[config.mk]
export PLATFORM = sky130hd
export DESIGN_NAME = bayer_ordered_dither_4x4_unit
export DESIGN_NICKNAME = d
export VERILOG_FILES = /design/src/hw/rtl/bod_pkg.sv /design/src/hw/rtl/bod_datapath.sv /design/src/hw/rtl/bayer_ordered_dither_4x4_unit.sv
export SDC_FILE = /design/constraint.sdc
export NUM_CORES = 1
export LEC_CHECK = 0
export BUFFER_PORTS_ARGS = -buffer_cell sky130_fd_sc_hd__buf_2
export CAP_MARGIN = 20
export CORE_MARGIN = 10
export CORE_UTILIZATION = 45
export DETAILED_ROUTE_END_ITERATION = 10
export PLACE_DENSITY = 0.66
export SLEW_MARGIN = 15
export SYNTH_ARGS = -nofsm -noshare
export SYNTH_HDL_FRONTEND = slang
export SYNTH_SLANG_ARGS = --single-unit
[constraint.sdc]
create_clock -name clk -period 7.31 [get_ports clk]
set_input_delay 1.8275 -clock clk [delete_from_list [all_inputs] [get_ports clk]]
set_output_delay 1.8275 -clock clk [all_outputs]
set_load 0.005 [all_outputs]
[src/hw/rtl/bod_pkg.sv]
// Package for the 4x4 Bayer ordered dither unit: mode codes, register
// indexes, channel limits and the Bayer threshold table.
// No dependencies.
`timescale 1ns / 1ps

package bod_pkg;

  // pixel packing
  localparam int PixelWidth = 24;
  localparam int PhaseWidth = 2;
  localparam int CfgIndexWidth = 8;
  localparam int CfgDataWidth = 8;

  // threshold table entries are 1..16
  localparam int ThreshWidth = 5;

  typedef enum logic {
    FMT_RGB565 = 1'b0,
    FMT_RGB888 = 1'b1
  } pixel_format_t;

  typedef enum logic [1:0] {
    MODE_COLOUR = 2'd0,
    MODE_GREY   = 2'd1,
    MODE_PASS   = 2'd2
  } tone_mode_t;

  // register indexes on the configuration channel
  localparam logic [CfgIndexWidth-1:0] REG_PIXEL_FORMAT = CfgIndexWidth'(0);
  localparam logic [CfgIndexWidth-1:0] REG_TONE_MODE    = CfgIndexWidth'(1);

  // full-scale values of each channel
  localparam logic [4:0]  MAX_RB565 = 5'd31;
  localparam logic [5:0]  MAX_G565  = 6'd63;
  localparam logic [7:0]  MAX_888   = 8'd255;
  localparam logic [15:0] MAX_WORD  = 16'd65535;

  // bayer thresholds, indexed by {row_phase, column_phase}
  localparam logic [ThreshWidth-1:0] BAYER_TAB [16] = '{
    5'd6,  5'd14, 5'd8,  5'd16,
    5'd10, 5'd2,  5'd12, 5'd4,
    5'd7,  5'd15, 5'd5,  5'd13,
    5'd11, 5'd3,  5'd9,  5'd1
  };

  // settings handed to the dither datapath
  typedef struct packed {
    pixel_format_t fmt;
    logic [1:0]    mode;
  } bod_cfg_t;

endpackage

[src/hw/rtl/bod_datapath.sv]
// Combinational dither datapath: Bayer lookup, threshold scaling and
// per-channel compares for RGB565 and RGB888. Depends on bod_pkg.
`timescale 1ns / 1ps

module bod_datapath (
  input  logic [bod_pkg::PixelWidth-1:0] pixel_in,
  input  logic [bod_pkg::PhaseWidth-1:0] column_phase,
  input  logic [bod_pkg::PhaseWidth-1:0] row_phase,
  input  bod_pkg::bod_cfg_t              cfg,
  output logic [bod_pkg::PixelWidth-1:0] pixel_out
);
  import bod_pkg::*;

  logic [ThreshWidth-1:0] t;
  logic [9:0]  prod_rb;
  logic [10:0] prod_g;
  logic [12:0] prod_8;
  logic [20:0] prod_w;
  logic [4:0]  lim_rb;
  logic [5:0]  lim_g;
  logic [7:0]  lim_8;
  logic [15:0] lim_w;

  logic [15:0] w;
  logic [4:0]  r5, b5;
  logic [5:0]  g6;
  logic [7:0]  r8, g8, b8;
  logic [4:0]  r5_q, b5_q;
  logic [5:0]  g6_q;
  logic [7:0]  r8_q, g8_q, b8_q;
  logic [15:0] res565;
  logic [23:0] res888;

  // threshold lookup and scaling by t*max/16
  assign t       = BAYER_TAB[{row_phase, column_phase}];
  assign prod_rb = 10'(t) * 10'(MAX_RB565);
  assign prod_g  = 11'(t) * 11'(MAX_G565);
  assign prod_8  = 13'(t) * 13'(MAX_888);
  assign prod_w  = 21'(t) * 21'(MAX_WORD);
  assign lim_rb  = prod_rb[8:4];
  assign lim_g   = prod_g[9:4];
  assign lim_8   = prod_8[11:4];
  assign lim_w   = prod_w[19:4];

  // channel split
  assign w  = pixel_in[15:0];
  assign r5 = w[15:11];
  assign g6 = w[10:5];
  assign b5 = w[4:0];
  assign r8 = pixel_in[23:16];
  assign g8 = pixel_in[15:8];
  assign b8 = pixel_in[7:0];

  // strict compares against the scaled threshold
  assign r5_q = (r5 > lim_rb) ? MAX_RB565 : '0;
  assign g6_q = (g6 > lim_g)  ? MAX_G565  : '0;
  assign b5_q = (b5 > lim_rb) ? MAX_RB565 : '0;
  assign r8_q = (r8 > lim_8)  ? MAX_888   : '0;
  assign g8_q = (g8 > lim_8)  ? MAX_888   : '0;
  assign b8_q = (b8 > lim_8)  ? MAX_888   : '0;

  // mode select, unused mode code passes through
  always_comb begin
    unique case (cfg.mode)
      MODE_COLOUR: begin
        res565 = {r5_q, g6_q, b5_q};
        res888 = {r8_q, g8_q, b8_q};
      end
      MODE_GREY: begin
        res565 = (w > lim_w) ? MAX_WORD : '0;
        res888 = {r8_q, r8_q, r8_q};
      end
      default: begin
        res565 = w;
        res888 = pixel_in;
      end
    endcase
  end

  assign pixel_out = (cfg.fmt == FMT_RGB888) ? res888 : {8'd0, res565};

endmodule

[src/hw/rtl/bayer_ordered_dither_4x4_unit.sv]
// Top level of the 4x4 Bayer ordered dither unit: input register,
// configuration registers and result register. Depends on bod_pkg, bod_datapath.
`timescale 1ns / 1ps

// channel   direction  handshake          payload
// item in   in         start / busy       pixel_in, column_phase, row_phase
// result    out        done strobe        pixel_out
// config    in         cfg_valid/ready    cfg_index, cfg_data
//
// one item per clock while busy is low; the item is taken into the input register,
// and done rises when its result is loaded into the result register
// busy is set in reset and cleared at a clock edge without reset; never from back-pressure
// done stays high for one cycle per item, the receiver cannot stall
// synchronous active-high reset clears the configuration registers to RGB565 colour mode

module bayer_ordered_dither_4x4_unit (
  input  logic                                clk,
  input  logic                                rst,
  input  logic                                start,
  output logic                                busy,
  input  logic [bod_pkg::PixelWidth-1:0]      pixel_in,
  input  logic [bod_pkg::PhaseWidth-1:0]      column_phase,
  input  logic [bod_pkg::PhaseWidth-1:0]      row_phase,
  output logic                                done,
  output logic [bod_pkg::PixelWidth-1:0]      pixel_out,
  input  logic                                cfg_valid,
  output logic                                cfg_ready,
  input  logic [bod_pkg::CfgIndexWidth-1:0]   cfg_index,
  input  logic [bod_pkg::CfgDataWidth-1:0]    cfg_data
);
  import bod_pkg::*;

  bod_cfg_t                cfg;
  logic                    in_valid;
  logic [PixelWidth-1:0]   in_pixel;
  logic [PhaseWidth-1:0]   in_col;
  logic [PhaseWidth-1:0]   in_row;
  logic [PixelWidth-1:0]   pixel_next;
  logic                    accept;

  assign accept    = start && !busy;
  assign cfg_ready = 1'b1;

  // startup hold and configuration registers
  always_ff @(posedge clk) begin
    if (rst) begin
      busy     <= 1'b1;
      cfg.fmt  <= FMT_RGB565;
      cfg.mode <= MODE_COLOUR;
    end else begin
      busy <= 1'b0;
      if (cfg_valid && cfg_ready) begin
        unique case (cfg_index)
          REG_PIXEL_FORMAT: cfg.fmt  <= pixel_format_t'(cfg_data[0]);
          REG_TONE_MODE:    cfg.mode <= cfg_data[1:0];
          default: ;
        endcase
      end
    end
  end

  // input register
  always_ff @(posedge clk) begin
    if (rst) begin
      in_valid <= 1'b0;
    end else begin
      in_valid <= accept;
    end
    if (accept) begin
      in_pixel <= pixel_in;
      in_col   <= column_phase;
      in_row   <= row_phase;
    end
  end

  bod_datapath u_datapath (
    .pixel_in     (in_pixel),
    .column_phase (in_col),
    .row_phase    (in_row),
    .cfg          (cfg),
    .pixel_out    (pixel_next)
  );

  // result register
  always_ff @(posedge clk) begin
    if (rst) begin
      done <= 1'b0;
    end else begin
      done <= in_valid;
    end
    if (in_valid) begin
      pixel_out <= pixel_next;
    end
  end

  // every result traces back to an accepted item, through the input and result registers
  a_done_from_item: assert property (@(posedge clk) disable iff (rst)
    done |-> $past(accept, 2))
    else $error("result without an accepted item");

  // an accepted item reaches the input register
  a_item_staged: assert property (@(posedge clk) disable iff (rst)
    accept |=> in_valid)
    else $error("accepted item lost");

  // RGB565 results keep the upper byte clear
  a_565_upper_zero: assert property (@(posedge clk) disable iff (rst)
    (done && pixel_out[23:16] != 8'd0) |-> ($past(cfg.fmt) == FMT_RGB888))
    else $error("upper byte set on an RGB565 result");

  // reset leaves the startup hold on, so no item is taken straight after it
  a_busy_after_reset: assert property (@(posedge clk)
    rst |=> busy)
    else $error("busy low right after reset");

endmodule
== Yosys cells after proc, flatten, opt, wreduce, memory -nomap -nowiden ==
Memory sizes are Yosys's and may differ from the RTL's.
Cells that the tools add are included.
Widths: inputs -> output; s select.
Word-level totals
  output and inout bits: 27
  memory bits (writable): 0
  bits of input ports: 48
  latch bits: 0
  bits in registers: 58
  ROM bits: 80
  word-level logic and storage cells: 45
  memories kept: 1
Memory list
  (name not given): words 16, bits a word 5, rd ports 1, clocked after Yosys merged registers in 0, wr ports 0, line bod_datapath.sv:35  | assign t = BAYER_TAB[{row_phase, column_phase}];
Operators by class
  muxes and demuxes: 13
  eq/ne operators: 2
  multiply operators: 4
  $lt $le $gt $ge: 8
  $add $sub $neg: 0
  divide/modulo/power cells: 0
  bitwise logic cells: 1
  reduce and logical (&&, ||, !) cells: 6
  shift operators: 0
Operator list (count)
  $pmux 24 s2: 1
  $mux 16: 2
  $pmux 16 s2: 1
  $gt 8x8->1: 3
  $mux 8: 3
  $mul 5x16->20 const B: 1
  $mux 5: 4
  $gt 16x16->1: 1
  $mul 5x8->12 const B: 1
  $gt 5x5->1: 2
  $mul 5x6->10 const B: 1
  $mul 5x5->9 const B: 1
  $eq 8x1->1 const B: 1
  $logic_not 8->1: 1
  $gt 6x6->1: 1
  $mux 6: 1
  $ge 5x5->1 const B: 1
  $not 4->5: 1
  $reduce_and 2->1: 2
  $eq 2x1->1 const B: 1
  $logic_not 2->1: 1
  $logic_and 1x1->1: 1
  $logic_not 1->1: 1
  $mux 1: 1

== Depth between registers and ports, before layout ==
Gate-level depths: netlist of run 1.
  word-level depth: 9
  gate-level depth with buffers: 25
  gate-level depth less buffers: 24

== Cells and area by module ==
A second synthesis of run 1 with hierarchy kept.
Second synthesis, totals
  cell total of the unflattened synthesis: 430
  area, all modules: 4713.3 um^2
By module, submodules not included
  bod_datapath: cells each 355, sequential area each 0.0 um^2, instances 1, area an instance 2885.3 um^2
  bayer_ordered_dither_4x4_unit: cells each 75, sequential area each 1681.6 um^2, instances 1, area an instance 1828.0 um^2

== Worst setup path after synthesis of run 1 ==
No wires, ideal clock.
  kind: flip-flop to flip-flop
  start point: register in_col[1]
  end point: register pixel_out[7] (netlist name) (data pin)
  data arrival time: 5.674 ns
  setup slack: 1.355 ns
  path buffers: 1
  stages on the path, launching flop included: 24
  required time: 7.029 ns
  period minus slack after synthesis: 5.955 ns
  setup time: 0.281 ns
  path through: edfxtp_1 -> ha_1 -> mux2_2 -> o21a_1 -> fa_1 -> inv_1 -> fa_1 -> inv_1 -> fa_1 -> inv_1 -> ha_1 -> nor3_1 -> a211oi_2 -> a21o_2 -> fa_1 -> inv_1 -> ha_1 -> nand4_1 -> nor2_1 -> nor2_1 -> a22oi_2 -> and3_1 -> buf_2 -> nand4_1
Between the ends
  longest elaborated chain between the ends: 9
  elaborated cells on any way between the ends: 18
  those cells by class: 3 x mul; 4 x order compare; 9 x mux; 1 x bitwise; 1 x memory
Ends and longest elaborated chain
  start: declaration: line bayer_ordered_dither_4x4_unit.sv:36  | logic [PhaseWidth-1:0] in_col;
  start signal: assignment: line bayer_ordered_dither_4x4_unit.sv:71  | in_col <= column_phase;
  $not 4->5 (not written as such) (*): line bod_datapath.sv:35
  $mem_v2 16x5 (*)
  $mux 5 (not written as such) (*) (2 in series): line bod_datapath.sv:35
  $mul 5x16->20, or another cell as far along: line bod_datapath.sv:39  | assign prod_w = 21'(t) * 21'(MAX_WORD);
  $gt 16x16->1, or another cell as far along: line bod_datapath.sv:70  | res565 = (w > lim_w) ? MAX_WORD : '0;
  $mux 16, or another cell as far along: line bod_datapath.sv:70
  $pmux 16 s2 / $pmux 24 s2 (equally long branches): line bod_datapath.sv:64  | unique case (cfg.mode)
  $mux 16 (*): line bod_datapath.sv:80  | assign pixel_out = (cfg.fmt == FMT_RGB888) ? res888 : {8'd0, res565};
  via pixel_next[7]: line bayer_ordered_dither_4x4_unit.sv:38  | logic [PixelWidth-1:0] pixel_next;
  end signal: assignment: line bayer_ordered_dither_4x4_unit.sv:92  | pixel_out <= pixel_next;
  end: declaration: line bayer_ordered_dither_4x4_unit.sv:25  | output logic [bod_pkg::PixelWidth-1:0] pixel_out,
Mark *: on every way through the listed nets, which the timed path passes. The rest lies on a longest branch. The select of a mux whose other input is x is not followed.
A chain may end at the register's enable or synchronous reset.

== Worst setup path in the final report of run 1 ==
  start point: register in_row[1]
  end point: register pixel_out[7] (netlist name) (data pin)
Between the ends
  longest elaborated chain between the ends: 9
  elaborated cells on any way between the ends: 18
  those cells by class: 3 x mul; 4 x order compare; 9 x mux; 1 x bitwise; 1 x memory
Ends and longest elaborated chain
  start: declaration: line bayer_ordered_dither_4x4_unit.sv:37  | logic [PhaseWidth-1:0] in_row;
  start signal: assignment: line bayer_ordered_dither_4x4_unit.sv:72  | in_row <= row_phase;
  $not 4->5 (not written as such) (*): line bod_datapath.sv:35
  $mem_v2 16x5 (*)
  $mux 5 (not written as such) (*) (2 in series): line bod_datapath.sv:35
  $mul 5x16->20, or another cell as far along: line bod_datapath.sv:39
  $gt 16x16->1, or another cell as far along: line bod_datapath.sv:70
  $mux 16, or another cell as far along: line bod_datapath.sv:70
  $pmux 16 s2 / $pmux 24 s2 (equally long branches): line bod_datapath.sv:64
  $mux 16 (*): line bod_datapath.sv:80
  via pixel_next[7]: line bayer_ordered_dither_4x4_unit.sv:38
Marks and branches as above.

==> summary.txt, run 1 <==
Detailed routing
  • Via density per instance: 5.370
  • WL/cell: approximately 16 um
  • First-pass DRT Iterations: 7
  • DRC Markers: 0
  • Routed vias: approximately 3500
  • Drt total wl: around 11 mm
  • DRT iter0 DRCs: approximately 220
  • Antenna-violating nets left: 0

Critical path
  • WP buf/inv: 6
  • Critical Path AT: between 6 and 7 ns
  • Crit path top cell by count: inv_1
  • Critical Path RT: 7.37 ns
  • CP max stage delay: 0.62 ns
  • Critical path class: reg -> reg
  • Family with the most delay on the worst path: adder cells
  • Crit. End Element: flop
  • Crit-path cells: buf_4 -> inv_1 -> buf_4 -> nand2_1 -> xnor2_1 -> fa_1 -> inv_1 -> fa_1 -> inv_1 -> fa_1 -> inv_1 -> ha_1 -> nor3_1 -> a211oi_2 -> a21o_2 -> a31oi_1 -> o21ai_2 -> xnor2_1 -> ha_1 -> a21oi_1 -> o21ai_0 -> a22oi_2 -> and3_1 -> nand4_1
  • CP max-delay cell: fa_1
  • CP Max Fanout: 8
  • Reg-to-reg slack, setup: a little over 0.6 ns
  • Worst setup SP type: flop

Clock network
  • Hold buffer count at CTS: 0
  • Post-cts resize count: 0
  • CTS tree: yes
  • TritonCTS Sinks: between 50 and 60
  • H-tree depth: 3
  • Worst-path clk slew: roughly 0.08 ns
  • Root buffer cell: clkbuf_8
  • Clk buf depth: 2
  • Num CTS Buffers: 9
  • Number of post-CTS setup repair buffers: 0
  • Clock latency on the worst-skew pair: around 0.35 ns

Pwr
  • PnR Total Power: between 1500 and 2000 uW
  • Power Dens Cells: 309.9 nW/um^2
  • Combinational power share: around 53%
  • Switch Pwr: roughly 660 uW
  • Clock share of power: around 23%
  • Part of the power in registers: between 20% and 30%
  • Worst vdd ir: 0.0001489 V
  • Leak Pwr: about 0.0023 uW
  • Internal power: around 1000 uW
  • Sw Share: 40.25%

Cells and area
  • Synthesis-to-layout area growth: 16.43%
  • Non-filler cells, final: between 600 and 700
  • ANT cells: 0
  • Post-layout util: a little over half
  • Final nets: roughly 650
  • Share of post-route cells with drive strength above 1: a little under a fifth

Timing
  • Rel. slew slack: approximately 55%
  • Min Clock Period, post-route: between 6 and 7 ns
  • Max-slew violations: 0
  • Count of final setup violators: 0
  • Final period util: approximately nine tenths
  • Fin. Hold Viols: 0
  • Least-Margin Pin Slew: between 0.6 and 0.7 ns
  • Clock skew: between 0.01 and 0.015 ns
  • Max Freq: 149.5 MHz
  • RSZ-0062 raised after global routing: no
  • Setup_tns: 0 ns

Logic synthesis
  • Cell area after synthesis: 4576 sq um
  • Syn_nets: 580
  • Yosys top cell by area: edfxtp_1
  • Yosys reg bits: between 50 and 60
  • Mapped Avg Cell Area: between 10 and 15 sq um
  • Post-synth top area share: roughly a third
  • Sequential-to-total area share from yosys stat: between 30% and 40%
  • Post-synth EDFFs: 52
  • Netlist cell types: 50
  • Ys Warns: 0
  • Post-Synthesis Cells: approximately 430
  • Main synth FF type: edfxtp_1
  • Post-synthesis async set-or-reset flop share: 0%
  • Top cells by area, synth: edfxtp_1 (34%), ha_1 (23%), fa_1 (7.4%)

Global routing
  • Initial antenna violation count: 0
  • Gr usage total: between 10 and 15%
  • Global-route wire length before repair: between 15 and 20 mm
  • Vias in the first global route: roughly 3500
  • Global route total overflow: 0
  • Largest net degree at the start of global routing: 31

Place
  • Port bufs: 67
  • HPWL Detailed: ~8.6 mm
  • Placed Instances: between 600 and 700
  • Routability-driven placement congestion ratio: around 0.9

Job
  • Maxcap violations: 0

Hold path
  • Tightest Hold Check Type: reg -> reg

Outcome
  • Status: complete, no violations

Die
  • Die Wd: 120.8 um
  • Vert. Die Dim: 120.8 um
  • Die area: roughly 15000 sq um
  • Io pins: 75
  • Core ar.: 9819 sq um
  • Initial core utilization: 46.60%
  • Cell row count: 36
[stage by stage]
step                area, sq um  hold WS (ns)  setup slack [ns]
finish                     5328        0.5904            0.6206
global route               5328        0.6035            0.1664
CTS                        5313        0.5996            0.6130
detailed placement         5064        0.5780            0.6544
global placement           5064        0.5699            0.7951
floorplan                  4576        0.5292             1.355
[cells in the final DEF, fill, tap and decap left out, drive strengths merged, types with 2 or more instances in the layout]
| master | Yosys | routed |
|---|---|---|
| mux2i | 3 | 3 |
| ha | 83 | 83 |
| a31oi | 3 | 3 |
| a22oi | 2 | 2 |
| xnor2 | 15 | 15 |
| bufinv | 0 | 3 |
| nand3 | 9 | 9 |
| nor2b | 9 | 9 |
| o211ai | 4 | 4 |
| o221ai | 2 | 2 |
| buf | 5 | 72 |
| edfxtp | 52 | 52 |
| o21bai | 2 | 2 |
| xor2 | 2 | 2 |
| nor2 | 17 | 17 |
| nand4 | 25 | 25 |
| nor3 | 6 | 6 |
| inv | 43 | 44 |
| o21a | 2 | 2 |
| dfxtp | 6 | 6 |
| clkbuf | 4 | 9 |
| a21boi | 9 | 9 |
| nand2 | 41 | 41 |
| a21oi | 34 | 34 |
| a21o | 5 | 5 |
| mux2 | 3 | 3 |
| o21ai | 14 | 14 |
| clkinv | 0 | 3 |
| fa | 17 | 17 |
[state kept, by name, summed over array words and instances (netlist names)]
| signal | count |
|---|---|
| busy | 1 |
| in_row | 2 |
| done | 1 |
| in_valid | 1 |
| in_pixel | 24 |
| pixel_out | 24 |
| cfg | 3 |
| in_col | 2 |
[path summary, 6_finish.rpt]
kind | cells past startpoint | startpoint | end
max reg2reg | 24 | in_row[1] | pixel_out[7]
min reg2reg | 0 | in_valid | pixel_out[22]
max | 24 | in_row[1] | pixel_out[7]
min | 0 | in_valid | pixel_out[22]
[routing by layer]
layer / track usage (%) / routed length [um] / vias up
met5: 0 / 0 / -
met4: 5.279 / 183 / 0
met3: 3.211 / 742 / 13
met2: 24.66 / 5266 / 123
met1: 18.36 / 4403 / 1603
li1: - / - / 1719
[cell families (layout without fill, tap and decap cells)]
| logic type | after synthesis | after routing | share of synthesized area, % |
|---|---|---|---|
| compound gates | 83 | 83 | 11.43 |
| mux | 6 | 6 | 1.395 |
| buf+inv | 52 | 131 | 4.539 |
| flops | 58 | 58 | 36.75 |
| xor+xnor | 17 | 17 | 3.254 |
| fa+ha+maj | 100 | 100 | 30.13 |
| simple gates | 115 | 115 | 12.41 |
| other cells | 1 | 1 | 0.08196 |
[cells in the mapped netlist, types with 4 or more instances]
library cell	count
nor2_1	17
nor3_1	5
nand4_1	25
clkbuf_1	4
nand3_1	9
fa_1	17
edfxtp_1	52
o211ai_1	4
nor2b_1	9
inv_1	43
xnor2_1	15
nand2_1	41
a21boi_0	9
dfxtp_1	6
o21ai_0	11
ha_1	83
a21oi_1	34
[power by group through the flow]
stage,Sequential [uW],Clock [uW],Combinational [uW]
floorplan,415,0,640
global placement,416,0,808
detailed placement,417,0,857
CTS,409,379,870
global route,409,391,997
finish,408,372,871
[cell type report]
cell class                      instances  area, sq um
Clock inverter                          7        125.1
Inverter                               43        161.4
Multi-Input combinational cell        322         2689
Timing Repair Buffer                   72        380.4
Clock buffer                            9        123.9
Sequential cell                        58         1682
Fill cell                             904         4492
Tap cell                              133        166.4
(Power assumes the default switching activity.)
==> run 2: changes to the inputs <==
--- a/config.mk
+++ b/config.mk
@@ -7,9 +7,9 @@
 export LEC_CHECK = 0
 export BUFFER_PORTS_ARGS = -buffer_cell sky130_fd_sc_hd__buf_2
 export CAP_MARGIN = 20
-export CORE_MARGIN = 10
 export CORE_UTILIZATION = 45
 export DETAILED_ROUTE_END_ITERATION = 10
+export GPL_TIMING_DRIVEN = 0
 export PLACE_DENSITY = 0.66
 export SLEW_MARGIN = 15
 export SYNTH_ARGS = -nofsm -noshare
==> summary.txt, run 2 (synthesized netlist as in run 1, its figures left out) <==
Global routing
  • Gr usage total: about a fifth
  • Largest net degree at the start of global routing: 30
  • Vias in the first global route: approximately 3300
  • Initial antenna violation count: 0
  • Global-route wire length before repair: 15.58 mm
  • M3 GR Usage: under 10%
  • Most Crowded Layer GR: met2
  • GR Util met1: between 20% and 30%
  • Global route total overflow: 0
  • Met2 layer usage reported by global route: roughly a third

Die
  • Vert. Die Dim: 102.8 um
  • Core ar.: between 9000 and 10000 sq um
  • Initial core utilization: between 40% and 50%
  • Io pins: 75
  • Die Wd: slightly above 100 um
  • Cell row count: 36
  • Die area: 10580 sq um

Timing
  • Setup_tns: 0 ns
  • Max-slew violations: 0
  • Final period util: approximately 90%
  • Clock skew: 0.009494 ns
  • Setup ws final: approximately 0.58 ns
  • Rel. slew slack: a little under a third
  • RSZ-0062 raised after global routing: no
  • Max Freq: 148.5 MHz
  • Least-Margin Pin Slew: slightly above 1 ns
  • Fin. Hold Viols: 0
  • Count of final setup violators: 0
  • Min Clock Period, post-route: just under 7 ns

Detailed routing
  • DRC Markers: 0
  • Routed vias: 3440
  • WL/cell: around 15 um
  • Via density per instance: around 5.3
  • Drt total wl: around 9.4 mm
  • First-pass DRT Iterations: 5
  • DRT iter0 DRCs: 140
  • Antenna-violating nets left: 0

Cells and area
  • ANT cells: 0
  • Fill count: roughly 910
  • Commonest non-fill, non-tap cell in the layout: ha_1
  • Synthesis-to-layout area growth: 14.88%
  • Regs by FF count: in_pixel: 24 flops, pixel_out: 24 flops, cfg: 3 flops
  • Final nets: 658
  • Sequential cell area: 1682 sq um
  • Share of post-route cells with drive strength above 1: a little under a fifth
  • Most frequent cells in the layout: ha_1 (83), buf_2 (68), edfxtp_1 (52)
  • Multi-input gate area in the final layout: 2694 sq um

Critical path
  • Worst Setup EP: pixel_out[7]
  • Setup crit start: in_row[1]
  • Crit. End Element: flop
  • Worst reg2reg path startpoint: in_row[1]
  • FF-to-FF End: pixel_out[7]
  • CP max stage delay: between 0.7 and 0.8 ns
  • Critical path class: reg -> reg
  • Reg-to-reg slack, setup: between 0.5 and 0.6 ns
  • CP Max Fanout: 12
  • Crit-path cells: mux2_2 -> o21a_1 -> fa_1 -> inv_1 -> fa_1 -> inv_1 -> fa_1 -> inv_1 -> ha_1 -> nor3_1 -> a211oi_2 -> a21o_2 -> a31oi_1 -> o21ai_2 -> xnor2_1 -> ha_1 -> a21oi_1 -> o21ai_0 -> a22oi_2 -> and3_1 -> buf_2 -> nand4_1
  • R2R cell count: 22
  • Worst setup SP type: flop
  • CP max-delay cell: edfxtp_1
  • Critical Path RT: approximately 7.4 ns
  • Critical Path AT: slightly below 7 ns

Clock network
  • Clock latency on the worst-skew pair: about 0.34 ns
  • Worst-path clk slew: about 0.060 ns
  • CTS tree: yes
  • Clk buf depth: 2
  • Num CTS Buffers: 9
  • Root buffer cell: clkbuf_8
  • TritonCTS Sinks: 58
  • Hold buffer count at CTS: 0
  • Post-cts resize count: 0
  • H-tree depth: 3
  • Number of post-CTS setup repair buffers: 0

Pwr
  • Switch Pwr: 629.5 uW
  • Part of the power in registers: between 20% and 30%
  • Worst vdd ir: 0.0001724 V
  • Sw Share: between 40 and 50%
  • Combinational power share: around 56%
  • Clock share of power: between 10% and 20%
  • Internal power: about 890 uW
  • Power Dens Cells: between 200 and 300 nW/um^2
  • Leak Pwr: about 0.0023 uW

Job
  • Maxcap violations: 0

Hold path
  • HP Start: cfg[0]
  • Tightest Hold Check Type: reg -> reg

Place
  • HPWL Detailed: 7.777 mm
  • Placement Setup Slack: between 0.4 and 0.5 ns
  • Routability-driven placement congestion ratio: around 0.85
  • Port bufs: 67

Outcome
  • Status: complete, no violations
-- run 2: cell types whose count changed in the layout (fill, tap and decap cells not counted), sizes merged --
cell	before	now
bufinv	3	0
clkbuf	9	15
clkinvlp	0	2
inv	44	43
-- run 2: power by group through the flow --
stage               clock network, uW  logic [uW]  registers (uW)
global placement                    0         795             417
detailed placement                  0         840             418
CTS                               264         850             411
finish                            255         851             411
floorplan                           0         640             415
global route                      277         981             413
-- run 2: per-layer routing --
metal / routed length [um] / up-vias
met1: 4457 / 1605
met3: 466 / 11
met5: 0 / -
met4: 129 / 0
li1: - / 1721
met2: 4377 / 103
-- run 2: metrics by stage --
step                      utilization (%)  instance area, sq um  std cells  total power, uW  hold WS [ns]
after global placement              51.71                  5077        632             1213        0.5771
final                               53.53                  5256        648             1517        0.5925
after detailed placement            51.78                  5085        632             1258        0.5931
after global routing                53.53                  5256        648             1671        0.6325
after floorplan                         -                  4576        432             1055        0.5292
after CTS                           53.53                  5256        648             1524        0.5992
-- run 2: critical path, delay by kind of cell, from the launching register on --
| kind | cells | cell delay (ns) |
|---|---|---|
| DFF | 1 | 0.74 |
| and+or+nand+nor | 3 | 0.58 |
| muxes | 1 | 0.40 |
| AOI/OAI and AO/OA | 8 | 1.69 |
| buffers and inverters | 4 | 0.43 |
| adders and majority gates | 5 | 2.25 |
| xor gates and xnor gates | 1 | 0.35 |
-- run 2: how the worst min path moves through the flow --
stage	depth (start not counted)	slack [ns]	endpoint
3_5_place_dp	2	0.59	cfg[0]
6_report	2	0.59	cfg[0]
3_3_place_gp	2	0.58	cfg[0]
5_1_grt	2	0.63	pixel_out[0]
2_1_floorplan	2	0.53	cfg[0]
4_1_cts	2	0.60	cfg[0]
-- run 2: layout make-up --
| class | count | area share (%) |
|---|---|---|
| buffer | 9 | 0.8807 |
| clock buffer | 11 | 2.690 |
| clock inverter | 5 | 0.5713 |
| inverter | 43 | 3.071 |
| multi-input combinational | 322 | 51.25 |
| sequential | 58 | 31.99 |
| tap | 133 | 3.166 |
| timing repair buffer | 67 | 6.379 |
